[config.mk]
export PLATFORM = sky130hd
export DESIGN_NAME = msss_ctrl
export DESIGN_NICKNAME = d
export VERILOG_FILES = /design/src/hw/rtl/msss_pkg.sv /design/src/hw/rtl/msss_ctrl.sv
export SDC_FILE = /design/constraint.sdc
export NUM_CORES = 1
export LEC_CHECK = 0
export ABC_AREA = 1
export BUFFER_PORTS_ARGS = -buffer_cell sky130_fd_sc_hd__buf_2
export CAP_MARGIN = 20
export CORE_AREA = 2 2 39 41
export CTS_CLUSTER_DIAMETER = 150
export DETAILED_ROUTE_END_ITERATION = 8
export DIE_AREA = 0 0 41 43
export SLEW_MARGIN = 20
export SYNTH_ARGS = -nofsm -noshare
export SYNTH_HDL_FRONTEND = slang
export SYNTH_SLANG_ARGS = --single-unit
[constraint.sdc]
create_clock -name clk_i -period 3.1 [get_ports clk_i]
set_input_delay 0.93 -clock clk_i [delete_from_list [all_inputs] [get_ports clk_i]]
set_output_delay 0.93 -clock clk_i [all_outputs]
set_load 0.03 [all_outputs]
[src/hw/rtl/msss_pkg.sv]
`timescale 1ns / 1ps
// ----------------------------------------------------------------------------
// msss_pkg: shared types and constants for the multi-stack shared store
// Field structs, status codes and pointer widths used by every module.
// ----------------------------------------------------------------------------
package msss_pkg;

  localparam int STACKS = 4;
  localparam int DEPTH  = 256;

  // An entry index, and a pointer that can also hold the null value DEPTH.
  localparam int IDX_W = $clog2(DEPTH);
  localparam int PTR_W = $clog2(DEPTH + 1);
  localparam int SID_W = 2;

  localparam logic [PTR_W-1:0] PTR_NULL = PTR_W'(DEPTH);

  localparam logic ACT_PUSH = 1'b0;
  localparam logic ACT_POP  = 1'b1;

  localparam logic [1:0] STATUS_DONE  = 2'd0;
  localparam logic [1:0] STATUS_FULL  = 2'd1;
  localparam logic [1:0] STATUS_EMPTY = 2'd2;

  typedef struct packed {
    logic               action;
    logic [SID_W-1:0]   stack_id;
    logic signed [31:0] value;
  } req_t;

  typedef struct packed {
    logic [1:0]         status;
    logic signed [31:0] popped_value;
  } res_t;

  // Commands from the controller to the datapath.
  typedef struct packed {
    logic accept;     // latch the request and read the memories
    logic commit;     // apply the pointer and memory updates
    logic hold;       // park the result while the output is occupied
    logic emit_now;   // load the live result into the output register
    logic emit_held;  // load the parked result into the output register
  } cmd_t;

endpackage

[src/hw/rtl/msss_ctrl.sv]
`timescale 1ns / 1ps
// ----------------------------------------------------------------------------
// msss_ctrl: request sequencer
// Accepts one transaction, steps it through read and update, and owns the
// output valid flag.
// ----------------------------------------------------------------------------
module msss_ctrl
  import msss_pkg::*;
(
  input  logic clk_i,
  input  logic rst_ni,
  input  logic in_valid_i,
  output logic in_ready_o,
  output logic out_valid_o,
  input  logic out_ready_i,
  output cmd_t cmd_o
);

  typedef enum logic [1:0] {
    S_IDLE,
    S_READ,
    S_POST
  } state_e;

  state_e state_q, state_d;
  logic   out_valid_q, out_valid_d;
  logic   room;

  // The output register can take a result if it is empty or draining now.
  assign room = !out_valid_q || out_ready_i;

  always_comb begin
    state_d     = state_q;
    out_valid_d = out_valid_q && !out_ready_i;
    cmd_o       = '0;
    in_ready_o  = 1'b0;
    case (state_q)
      S_IDLE: begin
        in_ready_o = 1'b1;
        if (in_valid_i) begin
          cmd_o.accept = 1'b1;
          state_d      = S_READ;
        end
      end
      S_READ: begin
        cmd_o.commit = 1'b1;
        if (room) begin
          cmd_o.emit_now = 1'b1;
          out_valid_d    = 1'b1;
          state_d        = S_IDLE;
        end else begin
          cmd_o.hold = 1'b1;
          state_d    = S_POST;
        end
      end
      S_POST: begin
        if (room) begin
          cmd_o.emit_held = 1'b1;
          out_valid_d     = 1'b1;
          state_d         = S_IDLE;
        end
      end
      default: begin
        state_d = S_IDLE;
      end
    endcase
  end

  always_ff @(posedge clk_i or negedge rst_ni) begin
    if (!rst_ni) begin
      state_q     <= S_IDLE;
      out_valid_q <= 1'b0;
    end else begin
      state_q     <= state_d;
      out_valid_q <= out_valid_d;
    end
  end

  assign out_valid_o = out_valid_q;

endmodule

## Word level (Yosys, flattened, before mapping)

Cells that the tools add are included.
Widths: inputs -> output; s select.

| operators by class | value |
|---|---|
| equal/unequal tests | 4 |
| multiplexer cells | 13 |
| reduce and logical (&&, ||, !) cells | 7 |

Operator list:

| operator | number |
|---|---|
| $mux 1 | 8 |
| $mux 2 | 3 |
| $pmux 2 s3 | 1 |
| $ne 2x2->1 const B | 2 |
| $mux 3 | 1 |
| $eq 2x1->1 const B | 1 |
| $eq 2x2->1 const B | 1 |
| $logic_not 1->1 | 2 |
| $logic_not 2->1 | 1 |
| $reduce_and 2->1 | 1 |
| $reduce_or 2->1 | 1 |
| $logic_and 1x1->1 | 1 |
| $logic_or 1x1->1 | 1 |

| word-level totals | value |
|---|---|
| bits in registers | 3 |
| output and inout bits | 7 |
| word-level logic and storage cells | 26 |

## Logic depth before layout (Yosys ltp)

Gate-level depths: netlist of the first run.

| depth | value |
|---|---|
| depth after elaboration | 4 |
| depth in mapped cells | 6 |
| depth with buffers taken out | 6 |

## Least setup slack after synthesis of the first run

OpenSTA, ideal clock, no wires.

| path | value |
|---|---|
| path type | in2out |
| from | in out_ready_i |
| to | out cmd_o[2] in the netlist's numbering |
| arrival time | 1.626 ns |
| required time | 2.170 ns |
| slack | 0.544 ns |
| stages | 1 |
| path buffers | 0 |
| cells stage by stage | nor3_1 |

| on the way | value |
|---|---|
| cells in the longest elaborated chain, start to end | 3 |

Ends and longest elaborated chain:

| element | line | source |
|---|---|---|
| start: declaration | msss_ctrl.sv:15 | `input logic out_ready_i,` |
| $logic_or 1x1->1 | msss_ctrl.sv:30 | `assign room = !out_valid_q \|\| out_ready_i;` |
| $mux 1 | msss_ctrl.sv:47 | `if (room) begin` |
| $mux 3 | msss_ctrl.sv:37 | `case (state_q)` |
| end: declaration | msss_ctrl.sv:16 | `output cmd_t cmd_o` |

No other way between the ends.

==> results of run 1 <==
-- final cells by class --
class                           count  area share
Tap cell                           16      0.0656
Inverter                            8      0.0984
Multi-Input combinational cell     18       0.340
Timing Repair Buffer               10       0.164
Clock buffer                        4      0.0861
Sequential cell                     3       0.246
-- state kept, by name, indices dropped and copies added, names as in the netlist --
register	count
out_valid_o	1
state_q	2
-- worst max-delay path: stages --
cell    delay, ns
buf_2        0.12
nor3_1       0.16
buf_2        0.22
-- cell families (layout without fill, tap and decap cells) --
| logic type | after synthesis | count (layout) | share of synthesized area |
|---|---|---|---|
| flops | 3 | 3 | 0.359 |
| fa+ha+maj | 3 | 3 | 0.180 |
| simple gates | 15 | 15 | 0.317 |
| buf+inv | 8 | 22 | 0.144 |
-- placed cells by master, fill, tap and decap left out --
cell type	synthesis	routed
nor3_1	1	1
nand3_1	1	1
buf_2	0	10
nor2_2	1	1
ha_1	3	3
or2_1	1	1
inv_2	2	2
nand2_1	8	8
nand4_1	1	1
inv_1	6	6
nor2_1	2	2
dfrtp_1	3	3
clkbuf_1	0	1
clkbuf_4	0	3
-- power by group through the flow --
stage / Combinational (mW) / Clock (mW) / Sequential, mW
3_5_place_dp: 0.214 / 0 / 0.0713
6_report: 0.211 / 0.0670 / 0.0705
3_3_place_gp: 0.213 / 0 / 0.0719
4_1_cts: 0.215 / 0.0706 / 0.0708
5_1_grt: 0.235 / 0.0726 / 0.0724
2_1_floorplan: 0.150 / 0 / 0.0830
-- worst paths after layout --
kind	slack, ns	depth (start not counted)	to
worst max-delay path	0.75	3	cmd_o[2]
worst min-delay path	0.49	1	out_valid_o
worst max register to register	2.05	3	out_valid_o
worst min register to register	0.51	2	state_q[0]
max in group asynchronous	2.50	1	state_q[0]
min in group clk_i	0.51	2	state_q[0]
-- metal layers --
metal	vias up	global-route usage
li1	114	-
met1	93	0.0519
met2	7	0.0813
met3	0	0.0314
met4	0	0.0800
met5	-	0
-- per-stage QoR --
step                      worst slack (ns)  hold WS (ns)  utilization
after floorplan                      0.544         0.469            -
after global placement               0.734         0.508        0.202
after detailed placement             0.741         0.502        0.202
after CTS                            0.737         0.482        0.221
after global routing                 0.678         0.487        0.221
final                                0.748         0.490        0.221
==> summary.md, run 1 <==
| Metric | Value |
|---|---|
| Top FF cell, synth | `dfrtp_1` |
| Resized cells post-CTS | `0` |
| Area after detailed placement | `~280 µm²` |
| Worst slew slack as a fraction of its limit | `0.897` |
| Pwr Total | `roughly 350 µW` |
| Pwr per Cell Area | `1140 nW/µm²` |
| Number of storage elements in the synthesis netlist | `3` |
| # H-tree levels | `1` |
| Path category of the worst min-delay check | `in2async` |
| Syn Nets | `36` |
| Max Fanout on Critical Path | `3` |
| Number of placed cells counting well taps | `55` |
| X dimension of the die | `just over 40 µm` |
| Netlist area before placement | `around 210 µm²` |
| Total number of vias | `between 200 and 250` |
| Wire length on met3 | `40 µm` |
| Area of the die | `1760 µm²` |
| Overall Global Routing Usage | `0.0604` |
| Achievable frequency | `between 400 and 500 MHz` |
| Yosys cell types | `11` |
| Required arrival time at the worst endpoint | `approximately 2.2 ns` |
| Multi-input logic area | `104 µm²` |
| Maximum clock path buffer count | `2` |
| Clk slew on worst S/H paths | `about 0.040 ns` |
| Clk_skew | `0.000304 ns` |
| Total area of sequential cells | `~75 µm²` |
| Port Buffers | `10` |
| Initial drt markers | `4` |
| Area of the core | `between 1000 and 1500 µm²` |
| CTS buffer count | `3` |
| Global-route wire length before repair | `roughly 630 µm` |
| Placement row count | `14` |
| Post-synth EDFFs | `0` |
| Max-Cap Viols | `0` |
| Number of nets in the final layout | `slightly above 50` |
| Pins Over Slew Limit | `0` |
| Top sig layer | `met3` |
| Number of global-route vias before repair | `~200` |
| Total met2 wirelength after detailed routing | `a little under 200 µm` |
| Synthesized area per cell | `about 7 µm²` |
| Synth warnings | `0` |
| Clock latency at the later pin of the worst-skew pair | `about 0.23 ns` |
| Final routed DRC violation total | `0` |
| Final clock period utilization by the worst path | `0.759` |
| Final routed wirelength across all metal layers | `just over 400 µm` |
| Die Span Y | `between 40 and 50 µm` |
| Final count of hold timing violations | `0` |
| Data arrival time of the worst path | `1.42 ns` |
| Post-detailed-route via-to-cell ratio | `between 3 and 4` |
| ANT nets after route | `0` |
| Initial Util | `0.151` |
| Peak VDD IR | `0.179 mV` |
| Sequential fraction of design power | `0.202` |
| Root buffer selected by CTS | `clkbuf_4` |
| Transition time of the tightest slew-check pin | `roughly 0.16 ns` |
| Worst Setup SP | `out_ready_i` |
| Proportion of layout cells with a drive suffix above 1 | `0.372` |
| Ys async rst share | `1.00` |
| Dominant cell by count in the synthesized netlist | `nand2_1` |
| Antenna violations before repair | `0` |
| Final non-filler cell area | `305 µm²` |
| Gate power share | `0.606` |
| Sequential element share of the synthesized area | `0.359` |
| Count of mapped cells out of synthesis | `29` |
| Hold Buf Count CTS | `0` |
| Portion of synthesized cell area occupied by the leading cell type | `0.359` |
| Leading area contributor after synthesis | `dfrtp_1` |
| Critical path type | `in2out` |
| Startpoint of the lowest-slack register-to-register path | `state_q[0]` |
| TritonCTS clock tree | `yes` |
| Total of fill cells in the finished design | `about 160` |
| Setup repair after global routing missed its margin | `no` |
| Number of setup violations in the final report | `0` |
| Internal power component | `roughly 170 µW` |
| Final HPWL DP | `between 300 and 400 µm` |
| Total overflow reported by the global router | `0` |
| Layout Area Growth over Synthesis | `46.1%` |
| Power dissipated by switching net loads | `~180 µW` |
| Summed negative setup slack over all endpoints | `0 ns` |
| Top post-synthesis cells by count | `nand2_1 (8), inv_1 (6), dfrtp_1 (3), ha_1 (3)` |
| Number of search-and-repair iterations in the first detailed-routing pass | `2` |
| Weighted congestion at the end of routability-driven global placement | `between 0.5 and 0.6` |
| Final Critical Period | `~2.4 ns` |
| I/O pin total | `11` |
| Maximum number of pins on one net before global-route repair | `5` |
| Clock group share of total power | `0.192` |
| Top post-synthesis cells by area | `dfrtp_1 (36%), ha_1 (18%), nand2_1 (14%)` |
| Post-CTS setup buffers | `0` |
| Sinks on the clock net | `3` |
| Pleak | `between 0.15 and 0.2 nW` |
| Post-route met1 wirelength | `between 150 and 200 µm` |
| Number of diodes added for antenna fixing | `0` |
| Critical Path Sink Type | `output pin` |
| Status | `completed` |
| WL/cell | `6.97 µm` |
| Switching share of total power | `0.519` |
| Critical Path Source Type | `primary input` |
| Count of non-filler cells in the finished layout | `59` |
No activity file was read; power rests on OpenSTA's default activity.
==> inputs of run 2 (changes only) <==
Settings changed: ABC_AREA 1 to 0.
Clock period 3.1 ns to 2.06 ns, I/O delays scaled along.
==> summary.md, run 2 <==
| Metric | Value |
|---|---|
| Max-Cap Viols | `0 (unchanged)` |
| Post-synth EDFFs | `0 (unchanged)` |
| Xor-xnor portion of the synthesized cell area | `0 (unchanged)` |
| Worst slew slack as a fraction of its limit | `0.900 (+0.00348)` |
| Multi-input logic area | `145 µm² (+40%)` |
| Area of the die | `1760 µm² (unchanged)` |
| Sequential element share of the synthesized area | `0.323 (-0.0367)` |
| Top FF cell, synth | `dfrtp_1` |
| Post-Place Worst Slack | `0.249 ns (-0.492 ns)` |
| Synthesized-area fraction occupied by ao, oa, aoi and oai cells | `0.151 (+0.151)` |
| Count of mapped cells out of synthesis | `23 (-21%)` |
| Number of search-and-repair iterations in the first detailed-routing pass | `2 (unchanged)` |
| Post-route met1 wirelength | `210 µm (+19%)` |
| Summed negative setup slack over all endpoints | `0 ns (unchanged)` |
| Proportion of layout cells with a drive suffix above 1 | `0.486 (+0.114)` |
| Top sig layer | `met3` |
| Max Fanout on Critical Path | `4 (+1)` |
| Initial drt markers | `1 (-3)` |
| Adder and majority gate portion of the synthesized area | `0.161 (-0.0184)` |
| Final HPWL DP | `359 µm (-0.17%)` |
| I/O pin total | `11 (unchanged)` |
| Ys async rst share | `1.00 (unchanged)` |
| Hold Buf Count CTS | `0 (unchanged)` |
| Clk_skew | `0.000978 ns (+0.000673 ns)` |
| Total of fill cells in the finished design | `159 (-1.2%)` |
| Post-CTS setup buffers | `0 (unchanged)` |
| Final count of hold timing violations | `0 (unchanged)` |
| CTS buffer count | `3 (unchanged)` |
| Number of setup violations in the final report | `0 (unchanged)` |
| WHS | `0.173 ns (-0.317 ns)` |
| Global-route wire length before repair | `800 µm (+28%)` |
| Pins Over Slew Limit | `0 (unchanged)` |
| Number of storage elements in the synthesis netlist | `3 (unchanged)` |
| Post-detailed-route via-to-cell ratio | `3.87 (+6.6%)` |
| WL/cell | `8.53 µm (+22%)` |
| Initial Util | `0.168 (+0.0172)` |
| Dominant cell by count in the synthesized netlist | `inv_1` |
| Crit path setup slack, layout | `0.128 ns (-0.620 ns)` |
| Portion of netlist area occupied by mux cells | `0 (unchanged)` |
| Total met2 wirelength after detailed routing | `195 µm (+1.0%)` |
| Critical Path Source Type | `flip-flop` |
| Synthesized area per cell | `10.1 µm² (+40%)` |
| Top post-synthesis cells by count | `inv_1 (4), and2_1 (3), dfrtp_1 (3), ha_1 (3)` |
| Pwr per Cell Area | `1780 nW/µm² (+56%)` |
| Maximum clock path buffer count | `2 (unchanged)` |
| Leading area contributor after synthesis | `dfrtp_1` |
| Critical path type | `reg2out` |
| Count of non-filler cells in the finished layout | `53 (-10%)` |
| Placement row count | `14 (unchanged)` |
| Number of placed cells counting well taps | `49 (-11%)` |
| Yosys cell types | `12 (+1)` |
| Slowest cell delay on critical path | `0.40 ns (+0.18 ns)` |
| Die Span Y | `43 µm (unchanged)` |
| Area of the core | `1380 µm² (unchanged)` |
| Overall Global Routing Usage | `0.0755 (+0.0150)` |
| Cells along the critical path | `inv_1 > ha_2 > and2_1 > buf_2` |
| Post-synthesis simple-gate area fraction | `0.301 (-0.0163)` |
| Clock latency at the later pin of the worst-skew pair | `0.23 ns (about the same)` |
| Sinks on the clock net | `3 (unchanged)` |
| Port Buffers | `10 (unchanged)` |
| Top post-synthesis cells by area | `dfrtp_1 (32%), ha_1 (16%), nand2b_4 (12%)` |
| Core occupancy in the finished layout | `0.240 (+0.0190)` |
| Root buffer selected by CTS | `clkbuf_4` |
| Data arrival time of the worst path | `1.31 ns (-0.11 ns)` |
| Setup repair after global routing missed its margin | `no` |
| Final Critical Period | `1.93 ns` |
| Transition time of the tightest slew-check pin | `0.149 ns (-0.00629 ns)` |
| Antenna violations before repair | `0 (unchanged)` |
| Path category of the worst min-delay check | `in2async` |
| Clk slew on worst S/H paths | `0.04 ns (about the same)` |
| Required arrival time at the worst endpoint | `1.44 ns (-0.73 ns)` |
| Peak VDD IR | `0.592 mV (+230%)` |
| Layout Area Growth over Synthesis | `42.5%` |
| Achievable frequency | `518 MHz` |
| Weighted congestion at the end of routability-driven global placement | `0.702 (+22%)` |
| CP max stage cell | `dfrtp_1` |
| Number of diodes added for antenna fixing | `0 (unchanged)` |
| Number of global-route vias before repair | `198 (+1.5%)` |
| Total number of vias | `205 (-4.2%)` |
| Status | `completed` |
| Synth warnings | `0 (unchanged)` |
| Final routed DRC violation total | `0 (unchanged)` |
| Portion of synthesized cell area occupied by the leading cell type | `0.323 (-0.0367)` |
| Commonest non-fill, non-tap cell in the layout | `buf_2` |
| Dominant combinational cell family by area after synthesis | `simple AND/OR/NAND/NOR gates` |
| Max reg flops | `2 (unchanged)` |
| Final clock period utilization by the worst path | `0.938` |
| ANT nets after route | `0 (unchanged)` |
| # H-tree levels | `1 (unchanged)` |
| Commonest cells after routing, fill and taps aside | `buf_2 (10), inv_1 (4), and2_1 (3), clkbuf_4 (3), dfrtp_1 (3)` |
| Final routed wirelength across all metal layers | `452 µm (+10%)` |
| Register containing the most flip-flops in the final layout | `state_q` |
| Total overflow reported by the global router | `0 (unchanged)` |
| Wire length on met3 | `46 µm (+15%)` |
| Total area of sequential cells | `75.1 µm² (unchanged)` |
| Pleak | `0.173 nW (-6.6%)` |
| Resized cells post-CTS | `0 (unchanged)` |
| Syn Nets | `30 (-17%)` |
| TritonCTS clock tree | `yes` |
| X dimension of the die | `41 µm (unchanged)` |
| Maximum number of pins on one net before global-route repair | `6 (+1)` |
| Number of nets in the final layout | `45 (-12%)` |
| Netlist area before placement | `233 µm² (+11%)` |
| Critical Path Sink Type | `output pin` |
==> run 2: area by class of cell <==
type | count | share of cell area
Clock buffer | 4 | 0.0792
Inverter | 4 | 0.0453
Multi-Input combinational cell | 16 | 0.438
Sequential cell | 3 | 0.226
Tap cell | 16 | 0.0604
Timing Repair Buffer | 10 | 0.151
==> run 2: critical path: cells and delay by family, from the launching register on <==
| family | cells | cell delay (ns) |
|---|---|---|
| fa+ha+maj | 1 | 0.24 |
| buf+inv | 2 | 0.31 |
| flops | 1 | 0.40 |
| simple gates | 1 | 0.13 |
==> run 2: where the power goes <==
part,internal [mW],switching (mW)
combinational,0.131,0.242
clock,0.0726,0.0304
sequential,0.0868,0.0268
==> run 2: layer usage <==
metal / up-vias / global-route usage
li1: 102 / -
met1: 94 / 0.0874
met2: 9 / 0.0844
met3: 0 / 0.0628
met4: 0 / 0.0600
met5: - / 0
==> run 2: through the flow <==
step,cell area [µm²],total power [mW]
global route,332,0.648
detailed placement,303,0.487
floorplan,233,0.404
finish,332,0.590
global placement,303,0.486
CTS,329,0.598
==> run 2: path summary, 6_finish.rpt <==
kind,start,slack [ns],to,depth (start not counted)
max,state_q[1],0.13,cmd_o[4],4
min,rst_ni,0.17,state_q[1],1
max reg2reg,state_q[1],0.83,state_q[1],5
min reg2reg,state_q[0],0.56,state_q[0],2
max in group asynchronous,rst_ni,1.78,out_valid_o,1
min in group clk_i,state_q[0],0.56,state_q[0],2
==> run 2: logic make-up after synthesis <==
group           count (synthesis)
simple gates                    9
buf+inv                         4
fa+ha+maj                       3
flops                           3
compound gates                  4
